===== src/rtl/asbrf_pkg.sv =====
// Shared types and constants for the advertising signature filter.
// No dependencies; imported by the parser, the tracker and the top level.
package asbrf_pkg;

  typedef enum logic [1:0] {
    CMD_START = 2'd0,
    CMD_BYTE  = 2'd1,
    CMD_END   = 2'd2
  } cmd_t;

  typedef enum logic [2:0] {
    REG_MIN_SIGNAL    = 3'd0,
    REG_MATCH_AD_TYPE = 3'd1,
    REG_SIG_BYTE_ZERO = 3'd2,
    REG_SIG_BYTE_ONE  = 3'd3,
    REG_SIG_BYTE_FOUR = 3'd4
  } reg_idx_t;

  localparam logic        KIND_REPORT = 1'b0;
  localparam logic        KIND_SCAN   = 1'b1;

  localparam logic signed [7:0] MIN_SIGNAL_RST = -8'sd80;
  localparam logic [7:0]  AD_TYPE_RST   = 8'hFF;
  localparam logic [7:0]  SIG_ZERO_RST  = 8'hAA;
  localparam logic [7:0]  SIG_ONE_RST   = 8'h08;
  localparam logic [7:0]  SIG_FOUR_RST  = 8'hFA;
  localparam logic signed [7:0] SIGNAL_NONE = -8'sd128;

  // offsets within a structure: 0 length, 1 type, 2.. data
  localparam logic [7:0]  OFS_LEN   = 8'd0;
  localparam logic [7:0]  OFS_TYPE  = 8'd1;
  localparam logic [7:0]  OFS_DATA0 = 8'd2;
  localparam logic [7:0]  OFS_DATA1 = 8'd3;
  localparam logic [7:0]  OFS_DATA4 = 8'd6;
  localparam logic [7:0]  SIG_LEN_MIN = 8'd6;

  typedef struct packed {
    logic signed [7:0] min_signal;
    logic [7:0]        match_ad_type;
    logic [7:0]        sig_byte_zero;
    logic [7:0]        sig_byte_one;
    logic [7:0]        sig_byte_four;
  } cfg_t;

  typedef struct packed {
    logic              verdict_kind;
    logic              signature_found;
    logic              became_best;
    logic              found_device;
    logic signed [7:0] best_signal;
    logic [47:0]       best_address;
  } res_t;

endpackage


===== src/rtl/asbrf_parse.sv =====
// Length-type-data structure walker for one advertising report.
// Depends on asbrf_pkg.
module asbrf_parse #(
  parameter int MAX_REPORT_BYTES = 62
) (
  input  logic              clk,
  input  logic              rst,
  input  logic              step,
  input  asbrf_pkg::cmd_t   cmd,
  input  logic [7:0]        report_byte,
  input  logic              report_last,
  input  asbrf_pkg::cfg_t   cfg,
  output logic              found
);
  import asbrf_pkg::*;

  localparam int CW = $clog2(MAX_REPORT_BYTES + 1);

  logic [CW-1:0] byte_count, byte_count_next;
  logic [7:0]    struct_length, struct_length_next;
  logic [7:0]    struct_offset, struct_offset_next;
  logic [7:0]    struct_type_seen, struct_type_seen_next;
  logic [2:0]    signature_bits_ok, signature_bits_ok_next;
  logic          report_matched, report_matched_next;
  logic          report_halted, report_halted_next;

  always_comb begin
    byte_count_next        = byte_count;
    struct_length_next     = struct_length;
    struct_offset_next     = struct_offset;
    struct_type_seen_next  = struct_type_seen;
    signature_bits_ok_next = signature_bits_ok;
    report_matched_next    = report_matched;
    report_halted_next     = report_halted;
    if (!report_halted && byte_count < CW'(MAX_REPORT_BYTES)) begin
      byte_count_next = byte_count + CW'(1);
      if (struct_offset == OFS_LEN) begin
        if (report_byte == 8'd0) begin
          report_halted_next = 1'b1;
        end else begin
          struct_length_next     = report_byte;
          struct_type_seen_next  = 8'd0;
          signature_bits_ok_next = 3'b000;
          struct_offset_next     = OFS_TYPE;
        end
      end else begin
        if (struct_offset == OFS_TYPE) begin
          struct_type_seen_next = report_byte;
        end
        if (struct_offset == OFS_DATA0 && report_byte == cfg.sig_byte_zero) begin
          signature_bits_ok_next[0] = 1'b1;
        end
        if (struct_offset == OFS_DATA1 && report_byte == cfg.sig_byte_one) begin
          signature_bits_ok_next[1] = 1'b1;
        end
        if (struct_offset == OFS_DATA4 && report_byte == cfg.sig_byte_four) begin
          signature_bits_ok_next[2] = 1'b1;
        end
        if (struct_offset >= struct_length) begin
          if (struct_type_seen_next == cfg.match_ad_type &&
              struct_length >= SIG_LEN_MIN && signature_bits_ok_next == 3'b111) begin
            report_matched_next = 1'b1;
          end
          struct_offset_next = OFS_LEN;
        end else begin
          struct_offset_next = struct_offset + 8'd1;
        end
      end
    end
  end

  assign found = report_matched_next;

  always_ff @(posedge clk) begin
    if (rst) begin
      byte_count        <= '0;
      struct_length     <= '0;
      struct_offset     <= OFS_LEN;
      struct_type_seen  <= '0;
      signature_bits_ok <= '0;
      report_matched    <= 1'b0;
      report_halted     <= 1'b0;
    end else if (step) begin
      case (cmd)
        CMD_START, CMD_END: begin
          byte_count        <= '0;
          struct_length     <= '0;
          struct_offset     <= OFS_LEN;
          struct_type_seen  <= '0;
          signature_bits_ok <= '0;
          report_matched    <= 1'b0;
          report_halted     <= 1'b0;
        end
        CMD_BYTE: begin
          if (report_last) begin
            byte_count        <= '0;
            struct_length     <= '0;
            struct_offset     <= OFS_LEN;
            struct_type_seen  <= '0;
            signature_bits_ok <= '0;
            report_matched    <= 1'b0;
            report_halted     <= 1'b0;
          end else begin
            byte_count        <= byte_count_next;
            struct_length     <= struct_length_next;
            struct_offset     <= struct_offset_next;
            struct_type_seen  <= struct_type_seen_next;
            signature_bits_ok <= signature_bits_ok_next;
            report_matched    <= report_matched_next;
            report_halted     <= report_halted_next;
          end
        end
        default: begin
        end
      endcase
    end
  end

endmodule


===== src/rtl/asbrf_best.sv =====
// Best-device tracker and verdict builder.
// Depends on asbrf_pkg.
module asbrf_best (
  input  logic              clk,
  input  logic              rst,
  input  logic              step,
  input  asbrf_pkg::cmd_t   cmd,
  input  logic              report_last,
  input  logic signed [7:0] signal_strength,
  input  logic [47:0]       device_address,
  input  asbrf_pkg::cfg_t   cfg,
  input  logic              found,
  output logic              has_result,
  output asbrf_pkg::res_t   res
);
  import asbrf_pkg::*;

  logic signed [7:0] best_rssi_reg, best_rssi_next;
  logic [47:0]       best_addr_reg, best_addr_next;
  logic              report_end;
  logic              upd;

  always_comb begin
    report_end = (cmd == CMD_BYTE) && report_last;
    upd = report_end && found && (signal_strength > best_rssi_reg) &&
          (signal_strength >= cfg.min_signal);
    best_rssi_next = upd ? signal_strength : best_rssi_reg;
    best_addr_next = upd ? device_address : best_addr_reg;
    has_result = report_end || (cmd == CMD_END);
    res.verdict_kind    = (cmd == CMD_END) ? KIND_SCAN : KIND_REPORT;
    res.signature_found = report_end && found;
    res.became_best     = upd;
    res.found_device    = (best_rssi_next != SIGNAL_NONE);
    res.best_signal     = best_rssi_next;
    res.best_address    = best_addr_next;
  end

  always_ff @(posedge clk) begin
    if (rst) begin
      best_rssi_reg <= SIGNAL_NONE;
      best_addr_reg <= '0;
    end else if (step) begin
      if (cmd == CMD_START) begin
        best_rssi_reg <= SIGNAL_NONE;
        best_addr_reg <= '0;
      end else begin
        best_rssi_reg <= best_rssi_next;
        best_addr_reg <= best_addr_next;
      end
    end
  end

endmodule


===== src/rtl/adv_signature_best_rssi_filter_top.sv =====
// Top level of the advertising signature filter: input register, parser,
// best-device tracker, result register and APB register file.
// Depends on asbrf_pkg, asbrf_parse and asbrf_best.
//
// Usage:
//   Slave stream carries one command per transfer: start of scan (clears the
//   best device), a report byte, or end of scan. tlast marks the last byte of
//   a report; signal strength and address are taken from that byte.
//   Master stream carries one verdict per report end and per end of scan.
//   A verdict passes the input register and the result register before it
//   appears on the master side. Throughput: one transfer per cycle while no
//   transfer with a verdict waits; the parse state is a single byte step
//   held in registers. When the master side stalls, one more transfer is
//   held in the input register; transfers without a verdict keep flowing
//   until one with a verdict waits. Reset clears the parse, the best device
//   and the registers to defaults. The user must write registers over APB
//   only while the stream is idle; the block does not enforce it.
module adv_signature_best_rssi_filter_top #(
  parameter int MAX_REPORT_BYTES = 62
) (
  input  logic        clk,
  input  logic        rst,
  input  logic        s_tvalid,
  output logic        s_tready,
  input  logic [63:0] s_tdata,   // report_byte, signal_strength, device_address
  input  logic [1:0]  s_tuser,   // command
  input  logic        s_tlast,   // report_last
  output logic        m_tvalid,
  input  logic        m_tready,
  output logic [63:0] m_tdata,   // signature_found, became_best, found_device,
                                 // best_signal, best_address, zero fill
  output logic        m_tuser,   // verdict_kind
  input  logic        psel,
  input  logic        penable,
  input  logic        pwrite,
  input  logic [4:0]  paddr,
  input  logic [31:0] pwdata,
  output logic [31:0] prdata,
  output logic        pready
);
  import asbrf_pkg::*;

  cfg_t        cfg;
  logic        in_valid;
  logic [1:0]  in_user;
  logic [63:0] in_data;
  logic        in_last;
  cmd_t        in_cmd;
  logic        advance;
  logic        step;
  logic        found;
  logic        has_result;
  res_t        res;
  res_t        out_res;

  assign pready = 1'b1;

  always_ff @(posedge clk) begin
    if (rst) begin
      cfg.min_signal    <= MIN_SIGNAL_RST;
      cfg.match_ad_type <= AD_TYPE_RST;
      cfg.sig_byte_zero <= SIG_ZERO_RST;
      cfg.sig_byte_one  <= SIG_ONE_RST;
      cfg.sig_byte_four <= SIG_FOUR_RST;
    end else if (psel && penable && pwrite) begin
      case (paddr[4:2])
        REG_MIN_SIGNAL:    cfg.min_signal    <= pwdata[7:0];
        REG_MATCH_AD_TYPE: cfg.match_ad_type <= pwdata[7:0];
        REG_SIG_BYTE_ZERO: cfg.sig_byte_zero <= pwdata[7:0];
        REG_SIG_BYTE_ONE:  cfg.sig_byte_one  <= pwdata[7:0];
        REG_SIG_BYTE_FOUR: cfg.sig_byte_four <= pwdata[7:0];
        default: begin
        end
      endcase
    end
  end

  always_comb begin
    case (paddr[4:2])
      REG_MIN_SIGNAL:    prdata = {{24{cfg.min_signal[7]}}, cfg.min_signal};
      REG_MATCH_AD_TYPE: prdata = {24'd0, cfg.match_ad_type};
      REG_SIG_BYTE_ZERO: prdata = {24'd0, cfg.sig_byte_zero};
      REG_SIG_BYTE_ONE:  prdata = {24'd0, cfg.sig_byte_one};
      REG_SIG_BYTE_FOUR: prdata = {24'd0, cfg.sig_byte_four};
      default:           prdata = 32'd0;
    endcase
  end

  assign in_cmd   = cmd_t'(in_user);
  // hold a transfer only when it needs the result register and that is full
  assign advance  = in_valid && (!has_result || !m_tvalid || m_tready);
  assign step     = advance;
  assign s_tready = !in_valid || advance;

  always_ff @(posedge clk) begin
    if (rst) begin
      in_valid <= 1'b0;
    end else if (s_tready) begin
      in_valid <= s_tvalid;
    end
  end

  always_ff @(posedge clk) begin
    if (s_tvalid && s_tready) begin
      in_user <= s_tuser;
      in_data <= s_tdata;
      in_last <= s_tlast;
    end
  end

  asbrf_parse #(
    .MAX_REPORT_BYTES(MAX_REPORT_BYTES)
  ) u_parse (
    .clk         (clk),
    .rst         (rst),
    .step        (step),
    .cmd         (in_cmd),
    .report_byte (in_data[7:0]),
    .report_last (in_last),
    .cfg         (cfg),
    .found       (found)
  );

  asbrf_best u_best (
    .clk             (clk),
    .rst             (rst),
    .step            (step),
    .cmd             (in_cmd),
    .report_last     (in_last),
    .signal_strength (in_data[15:8]),
    .device_address  (in_data[63:16]),
    .cfg             (cfg),
    .found           (found),
    .has_result      (has_result),
    .res             (res)
  );

  always_ff @(posedge clk) begin
    if (rst) begin
      m_tvalid <= 1'b0;
    end else if (advance && has_result) begin
      m_tvalid <= 1'b1;
    end else if (m_tready) begin
      m_tvalid <= 1'b0;
    end
  end

  always_ff @(posedge clk) begin
    if (advance && has_result) begin
      out_res <= res;
    end
  end

  assign m_tuser = out_res.verdict_kind;
  assign m_tdata = {5'd0, out_res.best_address, out_res.best_signal,
                    out_res.found_device, out_res.became_best, out_res.signature_found};

endmodule


===== config.mk =====
export PLATFORM = sky130hd
export DESIGN_NAME = adv_signature_best_rssi_filter_top
export DESIGN_NICKNAME = d
export VERILOG_FILES = /design/src/rtl/asbrf_pkg.sv /design/src/rtl/asbrf_parse.sv /design/src/rtl/asbrf_best.sv /design/src/rtl/adv_signature_best_rssi_filter_top.sv
export SDC_FILE = /design/constraint.sdc
export NUM_CORES = 1
export LEC_CHECK = 0
export ABC_AREA = 1
export BUFFER_PORTS_ARGS = -buffer_cell sky130_fd_sc_hd__buf_2
export CORE_AREA = 2 2 134 189
export DETAILED_ROUTE_END_ITERATION = 16
export DIE_AREA = 0 0 136 191
export GPL_TIMING_DRIVEN = 0
export PLACE_DENSITY = 0.76
export SETUP_SLACK_MARGIN = 0.02
export SLEW_MARGIN = 20
export SYNTH_ARGS = -nofsm -noshare
export SYNTH_HDL_FRONTEND = slang
export SYNTH_SLANG_ARGS = --single-unit

===== constraint.sdc =====
create_clock -name clk -period 2.7 [get_ports clk]
set_input_delay 0.54 -clock clk [delete_from_list [all_inputs] [get_ports clk]]
set_output_delay 0.54 -clock clk [all_outputs]
set_load 0.05 [all_outputs]

* Word level (Yosys, flattened, before mapping) *
Index checks and enable logic that the tools add are counted.

cells by class
  add/sub/neg operators = 2
  $lt $le $gt $ge = 5
  equal/unequal tests = 21
  muxes and demuxes = 55
  reductions and logical operators = 40

operators by type and width
  kind                                                 number
  case mux 32 bit (5 select lines)                     1
  2-to-1 mux 8 bit                                     18
  2-to-1 mux 48 bit                                    2
  case mux 8 bit (2 select lines)                      3
  == test 8 bit                                        4
  2-to-1 mux 1 bit                                     21
  == test 8 x 2 -> 1 bit, second input constant        2
  >= comparator 8 bit                                  2
  zero test 8 bit                                      2
  logical AND 1 bit                                    15
  2-to-1 mux 3 bit                                     4
  2-to-1 mux 6 bit                                     2
  != test 3 bit, second input constant                 4
  case mux 6 bit (2 select lines)                      1
  AND reduction 2 bit                                  6
  AND reduction 5 bit                                  2
  adder 8 x 1 -> 8 bit, second input constant          1
  == test 8 x 1 -> 1 bit, second input constant        1
  == test 8 x 3 -> 1 bit, second input constant        1
  >= comparator 8 x 3 -> 1 bit, second input constant  1
  > comparator 8 bit                                   1
  != test 8 bit, second input constant                 1
  adder 6 x 1 -> 6 bit, second input constant          1
  == test 3 x 2 -> 1 bit, second input constant        2
  16 further kinds                                     25

storage, ports and cells
  register bits after elaboration = 260
  input bits = 111
  output and inout port bits = 100
  logic and storage cells = 148

* Logic depth before layout (Yosys ltp) *
  word-level depth = 16
  depth in mapped cells = 21
  mapped depth without buffers = 20

* By module *
From an unflattened synthesis, not the netlist that was laid out.

unflattened totals
  cell total of the unflattened synthesis = 1,468
  area total of the unflattened synthesis = 12,719.7 um^2

modules (own cells, without submodules)
  module                              times used  cells an instance  area each (um^2)  sequential area each (um^2)
  adv_signature_best_rssi_filter_top  1           481                6,175.9           4,654.5
  asbrf_best                          1           582                3,892.5           1,121.1
  asbrf_parse                         1           405                2,651.3           700.7

* Worst setup path before layout *
OpenSTA, ideal clock, no wires.

  path type = input port to output port
  from = input paddr[3]
  to = output prdata[7]
  arrival = 2.824 ns
  data required time = 2.160 ns
  slack = -0.664 ns
  stages on the path = 5
  path buffers = 0
  cell sequence = nor2_1 > nand2_1 > nor2_1 > a221oi_1 > o211ai_1

on the way
  longest elaborated chain between the ends = 2
  elaborated cells between the ends (all ways) = 6
  classes of those cells = eq/ne (4); mux (1); reduce/logical (1)

RTL lines
  what                                   line                                      source
  start, declared                        adv_signature_best_rssi_filter_top.sv:36  input logic [4:0] paddr,
  == test 3 bit (tied with other cells)  adv_signature_best_rssi_filter_top.sv:79  case (paddr[4:2])
  case mux 32 bit (5 select lines) (*)   adv_signature_best_rssi_filter_top.sv:79
  end, declared                          adv_signature_best_rssi_filter_top.sv:38  output logic [31:0] prdata,

Every way passes the cells marked *; elsewhere a longest branch is shown, timed or not.

==> out/metrics.csv <==
stage,metric,value,unit
floorplanning,die_w,136,um
cts,clock_sinks,260,
grt,overflow,0,
floorplanning,initial_core_util,0.502,
sta,rsz0062_at_grt,true,
floorplanning,die_h,191,um
finish,largest_reg_flops,64,
cts,cts_tree,done,
sta,setup_viol,0,
critical_path,critPathCaptureType,flip-flop,
synth,synthArstFlopShare,0,
floorplanning,rows,68,
sta,fin_crit_sh,0.972,
floorplanning,die_area,26000,sq um
critical_path,worstPathMaxFanout,10,
synth,yosysSeqAreaShare,0.530,
sta,worstMarginPinSlew,0.702,ns
detailed_routing,drc,0,
critical_path,worstReg2RegEnd,m_tdata[34],
synth,ys.flop_type,dfxtp_1,
synth,synthDistinctLibCells,43,
floorplanning,pin_count,211,
critical_path,rr_startpoint,in_data[7],
detailed_routing,routedWlPerCell,16.3,um
detailed_routing,drtAntennaViolNets,0,
power,p_sw,2.19,mW
power,vdd_ir_drop_max,0.690,mV
power,leakagePower,6.63,nW
cts,ctsHoldBuffers,0,
synth,ys_seq_elements,260,
worst_hold_path,min_path_type,primary input to flip-flop,
floorplanning,coreArea,24300,sq um
detailed_routing,vias,10500,
detailed_routing,drt-initial-drc-count,742,
synth,yosys_warnings,0,
sta,slew_viol_final,0,
place,io_buffers,177,
worst_hold_path,min-delay-start,s_tdata[23],
sta,max_freq,381,MHz
cts,h-tree-depth,1,
grt,grt_pass1_wl,49500,um
finish,fillers,2053,
power,pwr-share-comb,0.099,
critical_path,reg2reg_depth,13,
finish,post-route-util,0.623,
flow_run,maxCapViolCount,0,
finish,synthToLayoutAreaGrowth,24.1,%
synth,synth-edff-count,127,
grt,grt_max_degree,33,
detailed_routing,drtPass1Iterations,7,
critical_path,required,2.99,ns
cts,clk_latency,0.54,ns
cts,cts_root_buffer,clkbuf_16,
power,power_frac_seq,0.476,
finish,layout-drive-gt1-share,0.239,
power,internal_power,6.80,mW
detailed_routing,routed_wl,32600,um
grt,grt_pass1_vias,9948,
sta,hold_viol,0,
critical_path,critPathArrivalTime,2.91,ns
cts,clk_pin_slew,0.06,ns
power,finalPower,9.00,mW
run_status,outcome,"finished, final reports clean",
place,place.gp.congestion,0.907,
power,netSwitchingFraction,0.244,
synth,synthCells,1418,
detailed_routing,avgViaCountPerCell,5.24,
finish,nNetsFinal,1799,
grt,grt_usage,0.242,
synth,netlist_area,12200,sq um
sta,slew_headroom,0.532,
critical_path,criticalPathCategory,flip-flop to flip-flop,
synth,syn-mean-instance-area,8.61,sq um
worst_hold_path,hold_end,in_data[23],
power,powerDensity,593,nW/um^2
sta,fin_crit,2.62,ns
place,dpl.hpwl,22800,um
cts,numCtsBuffers,26,
critical_path,ff2ff_setup_slack,0.08,ns
critical_path,crit_path_start_kind,flip-flop,
grt,antenna_found_initial,3,
worst_hold_path,hold_depth,1,
power,clkPwrFrac,0.426,
sta,finClkSkew,0.0101,ns
cts,clk_path_buf_depth,3,
==> placed cells by master, fill, tap and decap left out, types with 52 or more instances in the layout <==
cell / netlist / routed
a21oi_1: 110 / 105
buf_2: 10 / 182
buf_4: 32 / 52
dfxtp_1: 133 / 129
edfxtp_1: 127 / 127
inv_1: 222 / 216
nand2_1: 283 / 272
nand3_1: 90 / 83
nand4_1: 61 / 61
nor2_1: 72 / 60
==> cells in the mapped netlist (2+ instances only) <==
cell type  number  share of area
nand3_2         2         0.0016
edfxtp_1      127           0.31
buf_2          10         0.0041
ha_1           29          0.030
o211ai_1       10         0.0061
conb_1          2        0.00062
nor3_1          7         0.0029
inv_1         222          0.068
dfxtp_1       133           0.22
nand3b_1        2         0.0012
buf_6           5         0.0046
inv_2           4         0.0012
buf_4          32          0.020
o22ai_1         5         0.0026
nand2_2        22          0.011
a211oi_1        9         0.0055
nand3_1        90          0.037
a31oi_1         5         0.0026
a221oi_1        8         0.0057
nor2_1         72          0.022
o21ai_0        41          0.017
buf_1           5         0.0015
xor2_1          6         0.0043
nand4_1        61          0.031
clkbuf_1       38          0.012
a21oi_1       110          0.045
o21bai_1        2         0.0012
xnor2_1        13         0.0093
nand2_1       283          0.087
a21boi_0        2         0.0012
nor2_4          2         0.0018
and2_1         48          0.025
==> area by class of cell <==
| type | count | area [sq um] | area share |
|---|---|---|---|
| timing repair buffer | 208 | 1220 | 0.0808 |
| tap | 315 | 394 | 0.0260 |
| multi-input combinational | 846 | 4640 | 0.306 |
| clock inverter | 14 | 176 | 0.0116 |
| inverter | 226 | 861 | 0.0568 |
| timing repair inverter | 2 | 15.0 | 0.000991 |
| sequential | 260 | 6490 | 0.428 |
| buffer | 89 | 619 | 0.0409 |
| clock buffer | 34 | 733 | 0.0484 |
| antenna | 2 | 5.00 | 0.000330 |
==> kinds of logic after synthesis <==
kind of cell	Yosys count	share of synthesized area
AND/OR/NAND/NOR	593	0.223
buffers and inverters	317	0.111
flip-flops	260	0.530
AO/OA/AOI/OAI	198	0.0907
adder cells (fa/ha/maj)	29	0.0297
XOR/XNOR	19	0.0136
other	2	0.000615
==> worst max-delay path by stage <==
| stage | to | from | cells past startpoint | slack [ns] |
|---|---|---|---|---|
| after floorplan | in_cmd[0] | in_cmd[1] | 7 | -0.09 |
| after global placement | m_tdata[22] | in_cmd[1] | 9 | -0.85 |
| after detailed placement | m_tdata[51] | in_data[9] | 12 | -0.57 |
| after CTS | m_tdata[51] | u_parse.struct_offset[1] | 17 | 0.009 |
| after global routing | u_best.best_addr_reg[23] | in_data[11] | 16 | -0.08 |
| final | m_tdata[34] | in_data[7] | 13 | 0.08 |
==> critical path, stage by stage (launching register included) <==
cell       delay, ns
edfxtp_1        0.57
xnor2_1         0.22
nand2_1         0.08
nor2_2          0.16
nand3_1         0.15
nand2_1         0.13
nand2_1         0.07
nor3_2          0.12
nand2_2         0.10
nand2_4         0.15
clkbuf_16       0.18
buf_8           0.13
nand4_1         0.12
and2_4          0.20
==> routing by layer <==
metal	GRT usage	wire length [um]	vias up
li1	-	-	5111
met1	0.280	12400	4904
met2	0.432	16600	328
met3	0.0422	1930	105
met4	0.108	1590	2
met5	0	13	-
==> power groups by stage <==
stage / combinational, mW / clock [mW] / sequential (mW)
finish: 0.888 / 3.83 / 4.28
global route: 0.949 / 4.03 / 4.28
CTS: 0.808 / 3.89 / 4.28
detailed placement: 0.782 / 0 / 4.36
global placement: 0.761 / 0 / 4.37
floorplan: 0.437 / 0 / 4.43
==> stage by stage <==
step,hold slack (ns),worst slack [ns],area (sq um),std cells,setup TNS [ns]
after floorplan,0.430,-0.0864,12200,1422,-5.79
after global placement,0.448,-0.855,13500,1914,-128.84
after detailed placement,0.452,-0.566,13600,1917,-55.13
after CTS,0.157,0.00880,14600,1970,0
after global routing,0.160,-0.0816,15200,1996,-2.40
final,0.173,0.0750,15200,1996,0
==> what timing repair did <==
| action | in CTS | in global routing |
|---|---|---|
| gates resized for setup | 28 | 101 |
| pin swaps | 2 | 29 |
| setup endpoints to repair | 203 | 179 |
| gates cloned | 2 | 4 |
| setup buffers | 5 | 20 |
Note: power is estimated with default switching activity, not from simulation.
